--- config.mk ---
export PLATFORM = sky130hd
export DESIGN_NAME = length_prefixed_deframer_unit
export DESIGN_NICKNAME = d
export VERILOG_FILES = /design/src/rtl/lpd_pkg.sv /design/src/rtl/lpd_core.sv /design/src/rtl/lpd_out_buf.sv /design/src/rtl/length_prefixed_deframer_unit.sv
export VERILOG_INCLUDE_DIRS = /design/src /design/src/rtl
export SDC_FILE = /design/constraint.sdc
export NUM_CORES = 1
export LEC_CHECK = 0
export BUFFER_PORTS_ARGS = -buffer_cell sky130_fd_sc_hd__buf_4
export CAP_MARGIN = 40
export CORE_MARGIN = 2
export CORE_UTILIZATION = 37
export CTS_BUF_LIST = sky130_fd_sc_hd__clkbuf_4 sky130_fd_sc_hd__clkbuf_8
export CTS_CLUSTER_SIZE = 24
export DETAILED_ROUTE_END_ITERATION = 12
export GPL_TIMING_DRIVEN = 0
export HOLD_SLACK_MARGIN = 0.05
export PLACE_DENSITY = 0.55
export SLEW_MARGIN = 20
export SYNTH_ARGS = -nofsm -noshare
export SYNTH_HDL_FRONTEND = slang
export SYNTH_HIERARCHICAL = 1
export SYNTH_SLANG_ARGS = --single-unit
--- constraint.sdc ---
create_clock -name clk_i -period 6.2 [get_ports clk_i]
set_input_delay 0.62 -clock clk_i [delete_from_list [all_inputs] [get_ports clk_i]]
set_output_delay 0.62 -clock clk_i [all_outputs]
set_load 0.1 [all_outputs]
--- src/rtl/length_prefixed_deframer_unit_assert.svh ---
// Assertion macros for the length-prefixed deframer.
// LPD_ASSERT checks a property at every rising clock edge outside reset.
// LPD_ASSERT_NEXT checks that a condition leads to another in the next cycle.
`ifndef LENGTH_PREFIXED_DEFRAMER_UNIT_ASSERT_SVH
`define LENGTH_PREFIXED_DEFRAMER_UNIT_ASSERT_SVH

`ifndef SYNTHESIS

`define LPD_ASSERT(name, clk, rstn, prop, msg) \
  name: assert property (@(posedge clk) disable iff (!rstn) (prop)) else $error(msg);

`define LPD_ASSERT_NEXT(name, clk, rstn, pre, post, msg) \
  name: assert property (@(posedge clk) disable iff (!rstn) (pre) |=> (post)) \
    else $error(msg);

`else

`define LPD_ASSERT(name, clk, rstn, prop, msg)

`define LPD_ASSERT_NEXT(name, clk, rstn, pre, post, msg)

`endif

`endif

--- src/rtl/lpd_pkg.sv ---
`default_nettype none

package lpd_pkg;

  // Frame parsing phase
  typedef enum logic [1:0] {
    PH_HEADER = 2'd0,
    PH_BODY   = 2'd1,
    PH_DROP   = 2'd2
  } phase_e;

  // Result kinds
  typedef enum logic [1:0] {
    KIND_BODY     = 2'd0,
    KIND_EMPTY    = 2'd1,
    KIND_TIMEOUT  = 2'd2,
    KIND_OVERSIZE = 2'd3
  } kind_e;

  // Input commands
  typedef enum logic {
    CMD_BYTE = 1'b0,
    CMD_TICK = 1'b1
  } cmd_e;

  // Configuration register indexes
  typedef enum logic {
    CFG_IDLE_LIMIT   = 1'b0,
    CFG_MAX_BODY_LEN = 1'b1
  } cfg_reg_e;

  localparam int unsigned CFG_DATA_W = 31;
  localparam int unsigned HDR_CNT_W  = 3;
  localparam int unsigned HDR_W      = 64;
  localparam int unsigned LEN_W      = 31;

  localparam logic [7:0]       IDLE_LIMIT_RST = 8'd11;
  localparam logic [LEN_W-1:0] MAX_BODY_RST   = 31'd4088;
  localparam logic [7:0]       IDLE_SAT       = 8'hFF;

  // One result item
  typedef struct packed {
    kind_e       kind;
    logic [7:0]  body_byte;
    logic [31:0] message_id;
    logic [31:0] body_length;
    logic        last;
  } res_t;

endpackage

`default_nettype wire

--- src/rtl/lpd_core.sv ---
`default_nettype none

`include "length_prefixed_deframer_unit_assert.svh"

module lpd_core (
  input  wire logic                          clk_i,
  input  wire logic                          rst_ni,
  input  wire logic                          in_fire_i,
  input  wire logic                          command_i,
  input  wire logic [7:0]                    data_byte_i,
  input  wire logic                          cfg_we_i,
  input  wire logic                          cfg_index_i,
  input  wire logic [lpd_pkg::CFG_DATA_W-1:0] cfg_wdata_i,
  output logic                               res_valid_o,
  output lpd_pkg::res_t                      res_o
);

  lpd_pkg::phase_e                  phase_q, phase_d;
  logic [lpd_pkg::HDR_CNT_W-1:0]    hdr_cnt_q, hdr_cnt_d;
  logic [lpd_pkg::HDR_W-1:0]        hdr_q, hdr_d;
  logic [lpd_pkg::LEN_W-1:0]        body_rem_q, body_rem_d;
  logic [7:0]                       idle_q, idle_d;
  logic                             seen_q, seen_d;
  logic                             to_rep_q, to_rep_d;
  logic [7:0]                       idle_limit_q;
  logic [lpd_pkg::LEN_W-1:0]        max_len_q;

  logic [lpd_pkg::HDR_W-1:0]        hdr_new;
  logic [7:0]                       idle_inc;
  logic                             body_fin;

  // Configuration registers
  always_ff @(posedge clk_i or negedge rst_ni) begin
    if (!rst_ni) begin
      idle_limit_q <= lpd_pkg::IDLE_LIMIT_RST;
      max_len_q    <= lpd_pkg::MAX_BODY_RST;
    end else if (cfg_we_i) begin
      if (cfg_index_i == lpd_pkg::CFG_IDLE_LIMIT) begin
        idle_limit_q <= cfg_wdata_i[7:0];
      end else begin
        max_len_q <= cfg_wdata_i;
      end
    end
  end

  // Header with the incoming byte placed at the current position
  always_comb begin
    hdr_new = hdr_q;
    hdr_new[{hdr_cnt_q, 3'b000} +: 8] = data_byte_i;
  end

  assign idle_inc = (idle_q == lpd_pkg::IDLE_SAT) ? idle_q : idle_q + 8'd1;
  assign body_fin = (body_rem_q <= 31'd1);

  // Next state and result for one accepted item
  always_comb begin
    phase_d     = phase_q;
    hdr_cnt_d   = hdr_cnt_q;
    hdr_d       = hdr_q;
    body_rem_d  = body_rem_q;
    idle_d      = idle_q;
    seen_d      = seen_q;
    to_rep_d    = to_rep_q;
    res_valid_o = 1'b0;
    res_o       = '{kind: lpd_pkg::KIND_BODY, body_byte: 8'd0, message_id: hdr_q[63:32],
                    body_length: hdr_q[31:0], last: 1'b0};

    if (in_fire_i) begin
      if (command_i == lpd_pkg::CMD_TICK) begin
        // Count idle seconds once the stream has started
        if (seen_q && !to_rep_q) begin
          idle_d = idle_inc;
          if (idle_inc >= idle_limit_q) begin
            to_rep_d    = 1'b1;
            res_valid_o = 1'b1;
            res_o       = '{kind: lpd_pkg::KIND_TIMEOUT, body_byte: 8'd0,
                            message_id: 32'd0, body_length: 32'd0, last: 1'b1};
          end
        end
      end else begin
        seen_d   = 1'b1;
        idle_d   = 8'd0;
        to_rep_d = 1'b0;
        case (phase_q)
          lpd_pkg::PH_HEADER: begin
            hdr_d     = hdr_new;
            hdr_cnt_d = hdr_cnt_q + 3'd1;
            if (hdr_cnt_q == 3'd7) begin
              res_o.message_id  = hdr_new[63:32];
              res_o.body_length = hdr_new[31:0];
              res_o.last        = 1'b1;
              if (hdr_new[31:0] > {1'b0, max_len_q}) begin
                // Oversize: drop everything from here on
                phase_d     = lpd_pkg::PH_DROP;
                res_valid_o = 1'b1;
                res_o.kind  = lpd_pkg::KIND_OVERSIZE;
              end else if (hdr_new[31:0] == 32'd0) begin
                res_valid_o = 1'b1;
                res_o.kind  = lpd_pkg::KIND_EMPTY;
              end else begin
                body_rem_d = hdr_new[lpd_pkg::LEN_W-1:0];
                phase_d    = lpd_pkg::PH_BODY;
              end
            end
          end
          lpd_pkg::PH_BODY: begin
            res_valid_o     = 1'b1;
            res_o.body_byte = data_byte_i;
            res_o.last      = body_fin;
            if (body_fin) begin
              body_rem_d = '0;
              phase_d    = lpd_pkg::PH_HEADER;
            end else begin
              body_rem_d = body_rem_q - 31'd1;
            end
          end
          default: begin
            // Dropping: byte only counts as activity
          end
        endcase
      end
    end
  end

  // State registers
  always_ff @(posedge clk_i or negedge rst_ni) begin
    if (!rst_ni) begin
      phase_q    <= lpd_pkg::PH_HEADER;
      hdr_cnt_q  <= '0;
      hdr_q      <= '0;
      body_rem_q <= '0;
      idle_q     <= '0;
      seen_q     <= 1'b0;
      to_rep_q   <= 1'b0;
    end else begin
      phase_q    <= phase_d;
      hdr_cnt_q  <= hdr_cnt_d;
      hdr_q      <= hdr_d;
      body_rem_q <= body_rem_d;
      idle_q     <= idle_d;
      seen_q     <= seen_d;
      to_rep_q   <= to_rep_d;
    end
  end

  `LPD_ASSERT(a_hdr_cnt_in_header, clk_i, rst_ni,
              (hdr_cnt_q == 3'd0) || (phase_q == lpd_pkg::PH_HEADER),
              "header count advanced outside header phase")
  `LPD_ASSERT(a_body_rem_nonzero, clk_i, rst_ni,
              (phase_q != lpd_pkg::PH_BODY) || (body_rem_q != 31'd0),
              "body phase with nothing left to send")
  `LPD_ASSERT(a_timeout_needs_activity, clk_i, rst_ni,
              !to_rep_q || seen_q, "timeout reported before any byte")
  `LPD_ASSERT_NEXT(a_drop_sticks, clk_i, rst_ni,
                   phase_q == lpd_pkg::PH_DROP, phase_q == lpd_pkg::PH_DROP,
                   "left dropping phase without reset")

endmodule

`default_nettype wire

--- src/rtl/lpd_out_buf.sv ---
`default_nettype none

`include "length_prefixed_deframer_unit_assert.svh"

module lpd_out_buf (
  input  wire logic          clk_i,
  input  wire logic          rst_ni,
  input  wire logic          push_i,
  input  wire lpd_pkg::res_t push_data_i,
  output logic               space_o,
  output logic               out_valid_o,
  input  wire logic          out_ready_i,
  output lpd_pkg::res_t      out_data_o
);

  lpd_pkg::res_t main_q, main_d;
  lpd_pkg::res_t skid_q, skid_d;
  logic          main_v_q, main_v_d;
  logic          skid_v_q, skid_v_d;
  logic          pop;

  assign pop         = main_v_q && out_ready_i;
  assign space_o     = !skid_v_q;
  assign out_valid_o = main_v_q;
  assign out_data_o  = main_q;

  // Refill the output register from the skid stage first, then from a new result
  always_comb begin
    main_d   = main_q;
    main_v_d = main_v_q;
    skid_d   = skid_q;
    skid_v_d = skid_v_q;
    if (!main_v_q || pop) begin
      if (skid_v_q) begin
        main_d   = skid_q;
        main_v_d = 1'b1;
        skid_v_d = push_i;
        skid_d   = push_i ? push_data_i : skid_q;
      end else begin
        main_d   = push_data_i;
        main_v_d = push_i;
      end
    end else if (push_i) begin
      skid_d   = push_data_i;
      skid_v_d = 1'b1;
    end
  end

  // Valid flags
  always_ff @(posedge clk_i or negedge rst_ni) begin
    if (!rst_ni) begin
      main_v_q <= 1'b0;
      skid_v_q <= 1'b0;
    end else begin
      main_v_q <= main_v_d;
      skid_v_q <= skid_v_d;
    end
  end

  // Payload
  always_ff @(posedge clk_i) begin
    main_q <= main_d;
    skid_q <= skid_d;
  end

  `LPD_ASSERT(a_skid_implies_main, clk_i, rst_ni,
              !skid_v_q || main_v_q, "skid stage holds a result ahead of the output")
  `LPD_ASSERT(a_no_push_when_full, clk_i, rst_ni,
              !(push_i && skid_v_q), "result pushed with both stages full")
  `LPD_ASSERT_NEXT(a_skid_holds, clk_i, rst_ni,
                   skid_v_q && !pop, skid_v_q && $stable(skid_q),
                   "waiting skid result lost or changed")

endmodule

`default_nettype wire

--- src/rtl/length_prefixed_deframer_unit.sv ---
`default_nettype none

// Length-prefixed message deframer. Each input transfer is either a stream byte or a
// one-second tick; frames are an 8-byte little-endian header (32-bit body length, then
// 32-bit message id) followed by the body, which leaves one body-byte result per byte,
// tagged with id and length and marked last on the final byte. Zero-length frames give
// one empty-message result, a length above max_body_len gives one oversize error after
// which all bytes are dropped until reset, and idle_limit ticks without a byte (once the
// stream has started) give one timeout result. One transfer is taken every cycle while
// in_ready_o is high; results go to a two-entry output stage (output and skid registers)
// that keeps input accepted while one result waits, so in_ready_o only drops when both
// entries are full. Configuration is written through cfg_we_i/cfg_index_i/cfg_wdata_i
// (index 0 idle_limit, 1 max_body_len) by the user while idle; the block does not check.
module length_prefixed_deframer_unit (
  input  wire logic                           clk_i,
  input  wire logic                           rst_ni,
  input  wire logic                           cfg_we_i,
  input  wire logic                           cfg_index_i,
  input  wire logic [lpd_pkg::CFG_DATA_W-1:0] cfg_wdata_i,
  input  wire logic                           in_valid_i,
  output logic                                in_ready_o,
  input  wire logic                           command_i,
  input  wire logic [7:0]                     data_byte_i,
  output logic                                out_valid_o,
  input  wire logic                           out_ready_i,
  output logic [1:0]                          kind_o,
  output logic [7:0]                          body_byte_o,
  output logic signed [31:0]                  message_id_o,
  output logic signed [31:0]                  body_length_o,
  output logic                                last_o
);

  logic          in_fire;
  logic          res_valid;
  logic          space;
  lpd_pkg::res_t res;
  lpd_pkg::res_t out_data;

  assign in_ready_o = space;
  assign in_fire    = in_valid_i && space;

  lpd_core u_core (
    .clk_i       (clk_i),
    .rst_ni      (rst_ni),
    .in_fire_i   (in_fire),
    .command_i   (command_i),
    .data_byte_i (data_byte_i),
    .cfg_we_i    (cfg_we_i),
    .cfg_index_i (cfg_index_i),
    .cfg_wdata_i (cfg_wdata_i),
    .res_valid_o (res_valid),
    .res_o       (res)
  );

  lpd_out_buf u_out_buf (
    .clk_i       (clk_i),
    .rst_ni      (rst_ni),
    .push_i      (res_valid),
    .push_data_i (res),
    .space_o     (space),
    .out_valid_o (out_valid_o),
    .out_ready_i (out_ready_i),
    .out_data_o  (out_data)
  );

  // Unpack the result onto the output ports
  assign kind_o        = out_data.kind;
  assign body_byte_o   = out_data.body_byte;
  assign message_id_o  = out_data.message_id;
  assign body_length_o = out_data.body_length;
  assign last_o        = out_data.last;

endmodule

`default_nettype wire

Yosys cells after proc, flatten, opt, wreduce, memory -nomap -nowiden --
Cells that the tools add are included.
Operators by class: shifts and indexed selects 2, $lt $le $gt $ge 3, reductions and logical operators 19, bitwise logic cells 2, add/subtract/negate cells 4, mux-type cells 45, eq/ne operators 11
Operators by type and width (number):
- 75-bit 2-to-1 mux | 8
- 31-bit 2-to-1 mux | 4
- 65-bit 2-to-1 mux | 1
- 64-bit bitwise mux | 1
- 64-bit 2-to-1 mux | 1
- 8-bit by 8-bit variable shift with 64-bit output, first input constant | 1
- 8-bit by 8-bit indexed part select with 64-bit output | 1
- 31-bit case mux with 2 select lines | 1
- 32-bit by 31-bit > comparator with 1-bit output | 1
- 32-bit logical NOT | 1
- 8-bit 2-to-1 mux | 4
- 31-bit by 1-bit less-or-equal comparator with 1-bit output, second input constant | 1
- 31-bit by 1-bit subtractor with 31-bit output, second input constant | 1
- 1-bit 2-to-1 mux | 15
- 2-bit 2-to-1 mux | 7
- 6-bit AND reduction | 2
- 2-bit by 1-bit != test with 1-bit output, second input constant | 5
- 8-bit by 1-bit adder with 8-bit output, second input constant | 1
- 8-bit equality test, second input constant | 1
- 8-bit greater-or-equal comparator | 1
- 6-bit negator with 8-bit output | 1
- 2-bit AND reduction | 4
- 3-bit AND reduction | 2
- 2-bit != test, second input constant | 2
- 12 further kinds | 19
Word-level totals: bits of input ports 46, flip-flop bits (word level) 301, output and inout bits 77

Longest topological paths before layout --
Gate-level depths: netlist (run 1).
depth after elaboration 13, mapped depth 21, mapped depth without buffers 17

Modules after synthesis --
Netlist (run 1), hierarchy kept.
By module, submodules not included:
- lpd_core | cells each 1009, times used 1, area an instance 9305.2 µm²
- lpd_out_buf | cells each 242, times used 1, area an instance 5527.8 µm²
- length_prefixed_deframer_unit | cells each 1, times used 1, area an instance 6.3 µm²

Least setup slack after synthesis (run 1) --
OpenSTA, ideal clock, no wires.
path type register to register, start register, netlist name u_core/hdr_cnt_q[0], end register u_out_buf/skid_q[0] (netlist name) (enable), stages on the path, launching flop included 20, arrival time 6.235 ns, buffers on the path 4, slack -0.473 ns, library setup time 0.439 ns, data required time 5.761 ns, period minus slack after synthesis 6.673 ns, path through dfrtp_1 > clkbuf_1 > buf_1 > inv_1 > ha_1 > ha_1 > nor4bb_1 > buf_2 > buf_1 > mux2i_1 > inv_1 > ha_1 > and3_1 > nand3_1 > or4_1 > o32a_1 > nand3_1 > nand3_1 > a211oi_1 > o21a_1
RTL lines:
- to (signal assigned) | RTL line lpd_out_buf.sv:63 | skid_q <= skid_d;
- to (decl) | RTL line lpd_out_buf.sv:17 | lpd_pkg::res_t skid_q, skid_d;

==> summary.json, run 1 <==
{
  "outcome": {
    "status": "finished, final reports clean"
  },
  "layout": {
    "nNetsFinal": 1526,
    "diodes": 0,
    "multi_input_area_sq_mm": 0.00597,
    "fraction_of_layout_cells_with_a_size_suffix_above_1": 0.281,
    "mostFrequentLayoutCell": "sky130_fd_sc_hd__edfxtp_1",
    "layout.filler_cells": 3773,
    "sequential_cell_area_sq_mm": 0.00830,
    "mostFrequentLayoutCells": "sky130_fd_sc_hd__edfxtp_1, sky130_fd_sc_hd__dfrtp_1, sky130_fd_sc_hd__mux2_2",
    "area_added_between_synthesis_and_finish_pct": 19.3
  },
  "grt": {
    "grt_pass1_wl_um": 63500,
    "grt_util_all_layers": 0.199,
    "first_global_vias": 10717,
    "grt_max_degree": 81,
    "busiest_layer": "met2",
    "antenna_found_initial": 0,
    "met2_routing_resource_usage_after_global_routing": 0.324,
    "grt_overflow": 0,
    "groute.layer.met1.usage": 0.265,
    "grtUsageMet3": 0.0346
  },
  "synthesis": {
    "async_flop_share": 0.502,
    "synthesis.area_per_instance_sq_um": 11.9,
    "synthCells": 1252,
    "warning_count_from_the_yosys_run": 6,
    "synth_edf_count": 150,
    "synthDistinctLibCells": 70,
    "mappedNetlistNets": 1345,
    "mappedNetlistArea_sq_mm": 0.0148,
    "ys_ff_latch": 301,
    "synth_sequential_area_ratio": 0.559,
    "synth_flop_cell": "sky130_fd_sc_hd__edfxtp_1"
  },
  "setup_path": {
    "worstPathMaxFanout": 40,
    "worst_ep_required_time_ps": 6500,
    "cpPeakStageDelay_ps": 520,
    "slowest_cp_cell": "sky130_fd_sc_hd__or4_1",
    "setup.worst_path.class": "reg -> reg",
    "cp.buffers_inverters": 7,
    "timing.critical_path.to_type": "flop",
    "timing.critical_path.max_delay_family": "buffers and inverters",
    "cp_data_arrival_time_ps": 6090,
    "critical_path.startpoint_type": "flop",
    "crit_path_cell_chain": "buf_2 > clkbuf_4 > inv_1 > ha_1 > ha_1 > nor4bb_2 > clkbuf_4 > clkbuf_4 > mux2i_2 > inv_1 > ha_1 > and3_1 > nand3_1 > or4_1 > o32a_1 > nand3_2 > nand3_1 > a211oi_4 > o21a_4 > buf_12"
  },
  "drt": {
    "first_pass_iters": 5,
    "final_wirelength_um": 40800,
    "drt_iter0_markers": 787,
    "remaining_drc_errors": 0,
    "drt-wirelength-per-cell_um": 20.4,
    "detailroute.via_count": 10775,
    "route.antenna.remaining_nets": 0,
    "post_drt_via_cell_ratio": 5.39
  },
  "sta": {
    "finalClockSkew_ps": 40.6,
    "timing_worst_slew_pin_value_ps": 794,
    "timing.hold.ws_ps": 187,
    "max_freq_mhz": 173,
    "timing.final.setup_violations": 0,
    "final.min_clock_period_ps": 5790,
    "final.setup.worst_slack_ps": 413,
    "timing.max_slew.rel_slack": 0.471,
    "rsz0062_at_grt": "false",
    "slew_violations": 0,
    "post-route-period-util": 0.933,
    "timing_hold_violations_final": 0
  },
  "clock_network": {
    "tritoncts": "yes",
    "numCtsBuffers": 53,
    "root_buffer": "sky130_fd_sc_hd__clkbuf_8",
    "clock-sinks": 301,
    "cts-htree-levels": 2,
    "clock_insertion_delay_worst_skew_ps": 650,
    "path_clk_slew_ps": 70,
    "ctsLongestPathBuffers": 3
  },
  "power": {
    "vdd_ir_drop_max_v": 0.000137,
    "cellLeakagePower_nw": 8.08,
    "power.density_cell_area_mw_per_mm2": 272,
    "totalPowerFinal_mw": 4.81
  },
  "floorplan": {
    "chipHeight_um": 204,
    "fp.coreArea_sq_mm": 0.0396,
    "num_io_pins": 123,
    "row_count": 73,
    "initial_core_util": 0.374,
    "dieWidth_um": 204,
    "die-area_sq_mm": 0.0417
  },
  "hold_path": {
    "hold_path_class": "in -> reg"
  },
  "placed_design": {
    "globalplace.congestion": 0.889,
    "io_buffers": 118,
    "detailedPlacementHpwl_um": 29200,
    "minimum_setup_slack_after_placement_ps": -957
  },
  "flow_run": {
    "cap_violations": 0
  }
}
## logic make-up (layout without fill, tap and decap cells)
kind of cell,count (synthesis),after routing,share of synthesized area
mux,163,163,0.124
flops,301,301,0.559
simple gates,276,276,0.0894
buf+inv,158,380,0.0442
fa+ha+maj,48,48,0.0404
xor+xnor,5,5,0.00295
compound gates,301,302,0.140
## power breakdown
group          switching [mW]  total [mW]  internal (mW)
Clock                   0.850        1.90           1.05
Sequential             0.0387        2.23           2.20
Combinational           0.512       0.681          0.169
Total                    1.40        4.81           3.41
## stage by stage
stage | cell area, sq um | TNS [ps] | instances | util
after floorplan | 14800 | 0 | 1252 | -
after global placement | 16400 | -123290 | 1895 | 0.413
after detailed placement | 16500 | -65190 | 1900 | 0.416
after CTS | 17600 | 0 | 2000 | 0.445
after global routing | 17700 | 0 | 2000 | 0.446
final | 17700 | 0 | 2000 | 0.446
## layout make-up
type | instances | area share
inverter | 85 | 0.0182
buffer | 72 | 0.0195
timing repair buffer | 126 | 0.0576
tap | 525 | 0.0371
multi-input combinational | 794 | 0.338
sequential | 301 | 0.469
clock buffer | 82 | 0.0553
clock inverter | 15 | 0.00594
## tightest hold or removal path, delay by kind of cell
| kind | cells | cell delay (ps) |
|---|---|---|
| buffers and inverters | 1 | 90 |
| and+or+nand+nor | 1 | 40 |
| AOI/OAI and AO/OA | 1 | 60 |
## synth_stat cells (all sizes together), types with 9 or more instances
cell type	n	area [sq um]
edfxtp	150	4500
clkbuf	45	169
dfrtp	139	3480
o21ai	60	300
nor2b	9	56.3
dfstp	12	315
o31ai	29	218
a22o	61	534
mux2	141	1620
mux2i	22	220
nand2b	10	62.6
nand2	52	195
nor2	91	342
nand3	28	140
a32o	9	90.1
nor4	9	62.6
ha	47	588
a21oi	69	345
nor3	34	170
and3	9	56.3
inv	85	319
buf	28	168
## metal layers
| layer | part of all wire | up-vias | routed length, um |
|---|---|---|---|
| met2 | 0.47 | 326 | 19400 |
| met1 | 0.44 | 5321 | 18000 |
| met5 | 0 | - | 0 |
| met4 | 0.028 | 0 | 1150 |
| li1 | - | 5056 | - |
| met3 | 0.055 | 72 | 2260 |
## state kept, by name, indices dropped and copies added (netlist names)
signal,cells
u_out_buf/out_data_o,75
u_out_buf/skid_q,75
u_core/hdr_q,64
u_core/body_rem_q,31
u_core/max_len_q,31
u_core/idle_limit_q,8
u_core/idle_q,8
u_core/hdr_cnt_q,3
u_core/phase_q,2
u_core/seen_q,1
u_core/to_rep_q,1
u_out_buf/out_valid_o,1
u_out_buf/skid_v_q,1
## worst paths after layout
path / slack (ps) / to / from / depth (start not counted)
hold reg to reg: 470 / u_core/seen_q / u_core/seen_q / 1
max in group asynchronous: 4780 / u_core/hdr_q[30] / rst_ni / 3
min in group asynchronous: 550 / u_core/max_len_q[20] / rst_ni / 2
setup reg to reg: 410 / u_out_buf/skid_q[55] / u_core/hdr_cnt_q[0] / 20
hold / removal: 190 / u_core/idle_limit_q[7] / cfg_wdata_i[7] / 3
setup / recovery: 410 / u_out_buf/skid_q[55] / u_core/hdr_cnt_q[0] / 20
## repair_timing
item / 4_1_cts / 5_1_grt
pin swaps: 0 / 1
hold buffers: 1 / 0
setup endpoints to repair: 111 / 88
hold endpoints to repair: 67 / 0
resized for setup: 8 / 16
cloned: 1 / 0
setup buffers: 1 / 0
Note: power is estimated with default switching activity, not from simulation.
==> run 2, diff against run 1 <==
Settings changed: CORE_UTILIZATION 37 to 40, PLACE_DENSITY 0.55 to 0.58.
==> summary.json, run 2 (synthesized netlist as in run 1, its figures left out) <==
{
  "floorplan": {
    "chipHeight_um": 197,
    "dieWidth_um": 197,
    "initial_core_util": 0.405,
    "fp.coreArea_sq_mm": 0.0366,
    "row_count": 70,
    "die-area_sq_mm": 0.0387,
    "num_io_pins": 123
  },
  "grt": {
    "grt_max_degree": 89,
    "first_global_vias": 10722,
    "grt_util_all_layers": 0.207,
    "grt_pass1_wl_um": 61500,
    "antenna_found_initial": 0,
    "grt_overflow": 0
  },
  "drt": {
    "wl_met3_um": 2690,
    "wl_met1_um": 17300,
    "drt_iter0_markers": 779,
    "first_pass_iters": 5,
    "dr_wl_met2_um": 19400,
    "top_layer": "met4",
    "route.antenna.remaining_nets": 0,
    "drt-wirelength-per-cell_um": 20.6,
    "final_wirelength_um": 40300,
    "detailroute.via_count": 10966,
    "remaining_drc_errors": 0,
    "post_drt_via_cell_ratio": 5.62
  },
  "sta": {
    "finalClockSkew_ps": 48.3,
    "timing_worst_slew_pin_value_ps": 881,
    "max_freq_mhz": 169,
    "timing.final.setup_violations": 0,
    "rsz0062_at_grt": "false",
    "post-route-period-util": 0.954,
    "slew_violations": 0,
    "final.setup.worst_slack_ps": 286,
    "timing.max_slew.rel_slack": 0.407,
    "timing_hold_violations_final": 0,
    "final.min_clock_period_ps": 5910
  },
  "clock_network": {
    "ctsLongestPathBuffers": 3,
    "root_buffer": "sky130_fd_sc_hd__clkbuf_8",
    "cts-htree-levels": 2,
    "path_clk_slew_ps": 60,
    "tritoncts": "yes",
    "clock_insertion_delay_worst_skew_ps": 640,
    "numCtsBuffers": 53,
    "clock-sinks": 301
  },
  "placed_design": {
    "dpl-instance-area_sq_mm": 0.0164,
    "minimum_setup_slack_after_placement_ps": -905,
    "io_buffers": 118,
    "detailedPlacementHpwl_um": 28800,
    "globalplace.congestion": 0.901,
    "placed_cells": 1844
  },
  "setup_path": {
    "worst_ep_required_time_ps": 6500,
    "slowest_cp_cell": "sky130_fd_sc_hd__or4_1",
    "r2r-start": "u_core/hdr_cnt_q[0]",
    "critical_path.startpoint_type": "flop",
    "cp-startpoint": "u_core/hdr_cnt_q[0]",
    "worstPathMaxFanout": 28,
    "cp_data_arrival_time_ps": 6220,
    "timing.critical_path.to_type": "flop",
    "timing.critical_path.max_delay_family": "buffers and inverters",
    "cp.buffers_inverters": 7,
    "crit_path_cell_chain": "clkbuf_2 > clkbuf_4 > inv_1 > ha_1 > ha_1 > nor4bb_1 > buf_2 > buf_4 > mux2i_4 > inv_1 > ha_1 > and3_1 > nand3_1 > or4_1 > o32a_1 > nand3_1 > nand3_1 > a211oi_4 > o21a_4 > buf_16",
    "setup.worst_path.class": "reg -> reg",
    "cpPeakStageDelay_ps": 520
  },
  "power": {
    "vdd_ir_drop_max_v": 0.000149,
    "cellLeakagePower_nw": 8.11,
    "power.density_cell_area_mw_per_mm2": 270
  },
  "layout": {
    "final_design_area_no_fill_sq_mm": 0.0177,
    "area_added_between_synthesis_and_finish_pct": 19.1,
    "mostFrequentLayoutCell": "sky130_fd_sc_hd__edfxtp_1",
    "nNetsFinal": 1533,
    "final_cell_count_without_fillers": 1952,
    "mostFrequentLayoutCells": "sky130_fd_sc_hd__edfxtp_1, sky130_fd_sc_hd__dfrtp_1, sky130_fd_sc_hd__mux2_2",
    "diodes": 0,
    "layout.filler_cells": 3402,
    "fraction_of_layout_cells_with_a_size_suffix_above_1": 0.283
  },
  "outcome": {
    "status": "finished, final reports clean"
  },
  "hold_path": {
    "hold_startpoint": "cfg_wdata_i[7]",
    "hold_path_class": "in -> reg"
  },
  "flow_run": {
    "cap_violations": 0
  }
}
## run 2: changes by cell type in the layout (fill, tap and decap cells not counted), sizes merged
cell / previous run / this run
clkinv: 11 / 14
clkinvlp: 1 / 0
clkbuf: 128 / 130
bufinv: 1 / 0
buf: 151 / 158
inv: 87 / 86
## run 2: timing repair
action	in CTS	in global routing
cloned	1	1
pin swaps	0	1
endpoints found under the hold margin	51	0
hold buffers	1	0
buffers inserted	0	7
gates resized for setup	7	11
setup endpoints to repair	91	65
## run 2: power breakdown
part           internal [mW]  switching (mW)  leakage (nW)
Sequential              2.20          0.0368          3.69
Combinational          0.171           0.511          3.83
Clock                   1.03           0.827         0.590
Total                   3.39            1.37          8.11
## run 2: cell type report
type                    instances  area (sq um)  share of cell area
clock inverters                15          83.8             0.00474
plain buffers                  72           343              0.0194
repair buffers                133          1080              0.0611
inverters                      85           322              0.0182
multi-input cells             794          5960               0.337
clock buffers                  84          1000              0.0566
flip-flops and latches        301          8300               0.470
well taps                     468           586              0.0331
## run 2: layer usage
layer / track usage / vias to the layer above
met5: 0 / -
li1: - / 5064
met2: 0.344 / 384
met3: 0.0426 / 73
met1: 0.274 / 5445
met4: 0.0635 / 0
## run 2: worst paths after layout
check | slack [ps] | to | cells past startpoint
min in group asynchronous | 530 | u_core/phase_q[0] | 2
hold / removal | 210 | u_core/idle_limit_q[7] | 3
max in group asynchronous | 4830 | u_core/hdr_q[23] | 3
setup / recovery | 290 | u_out_buf/skid_q[19] | 20
setup reg to reg | 290 | u_out_buf/skid_q[19] | 20
hold reg to reg | 460 | u_core/seen_q | 1
## run 2: worst reg2reg max path, cell delays in order (launching register included)
cell                       delay [ps]
sky130_fd_sc_hd__dfrtp_1          400
sky130_fd_sc_hd__clkbuf_2         260
sky130_fd_sc_hd__clkbuf_4         260
sky130_fd_sc_hd__inv_1             90
sky130_fd_sc_hd__ha_1             220
sky130_fd_sc_hd__ha_1             410
sky130_fd_sc_hd__nor4bb_1         220
sky130_fd_sc_hd__buf_2            270
sky130_fd_sc_hd__buf_4            260
sky130_fd_sc_hd__mux2i_4          340
sky130_fd_sc_hd__inv_1            180
sky130_fd_sc_hd__ha_1             320
sky130_fd_sc_hd__and3_1           180
sky130_fd_sc_hd__nand3_1          140
sky130_fd_sc_hd__or4_1            520
sky130_fd_sc_hd__o32a_1           220
sky130_fd_sc_hd__nand3_1          230
sky130_fd_sc_hd__nand3_1          180
sky130_fd_sc_hd__a211oi_4         360
sky130_fd_sc_hd__o21a_4           300
sky130_fd_sc_hd__buf_16           210
## run 2: metrics by stage
stage	hold slack (ps)	utilization	setup TNS [ps]	power, mW
floorplan	324	-	0	2.76
global placement	442	0.446	-127050	2.94
detailed placement	453	0.449	-60710	2.95
CTS	166	0.479	0	4.83
global route	198	0.483	0	4.95
finish	205	0.483	0	4.77
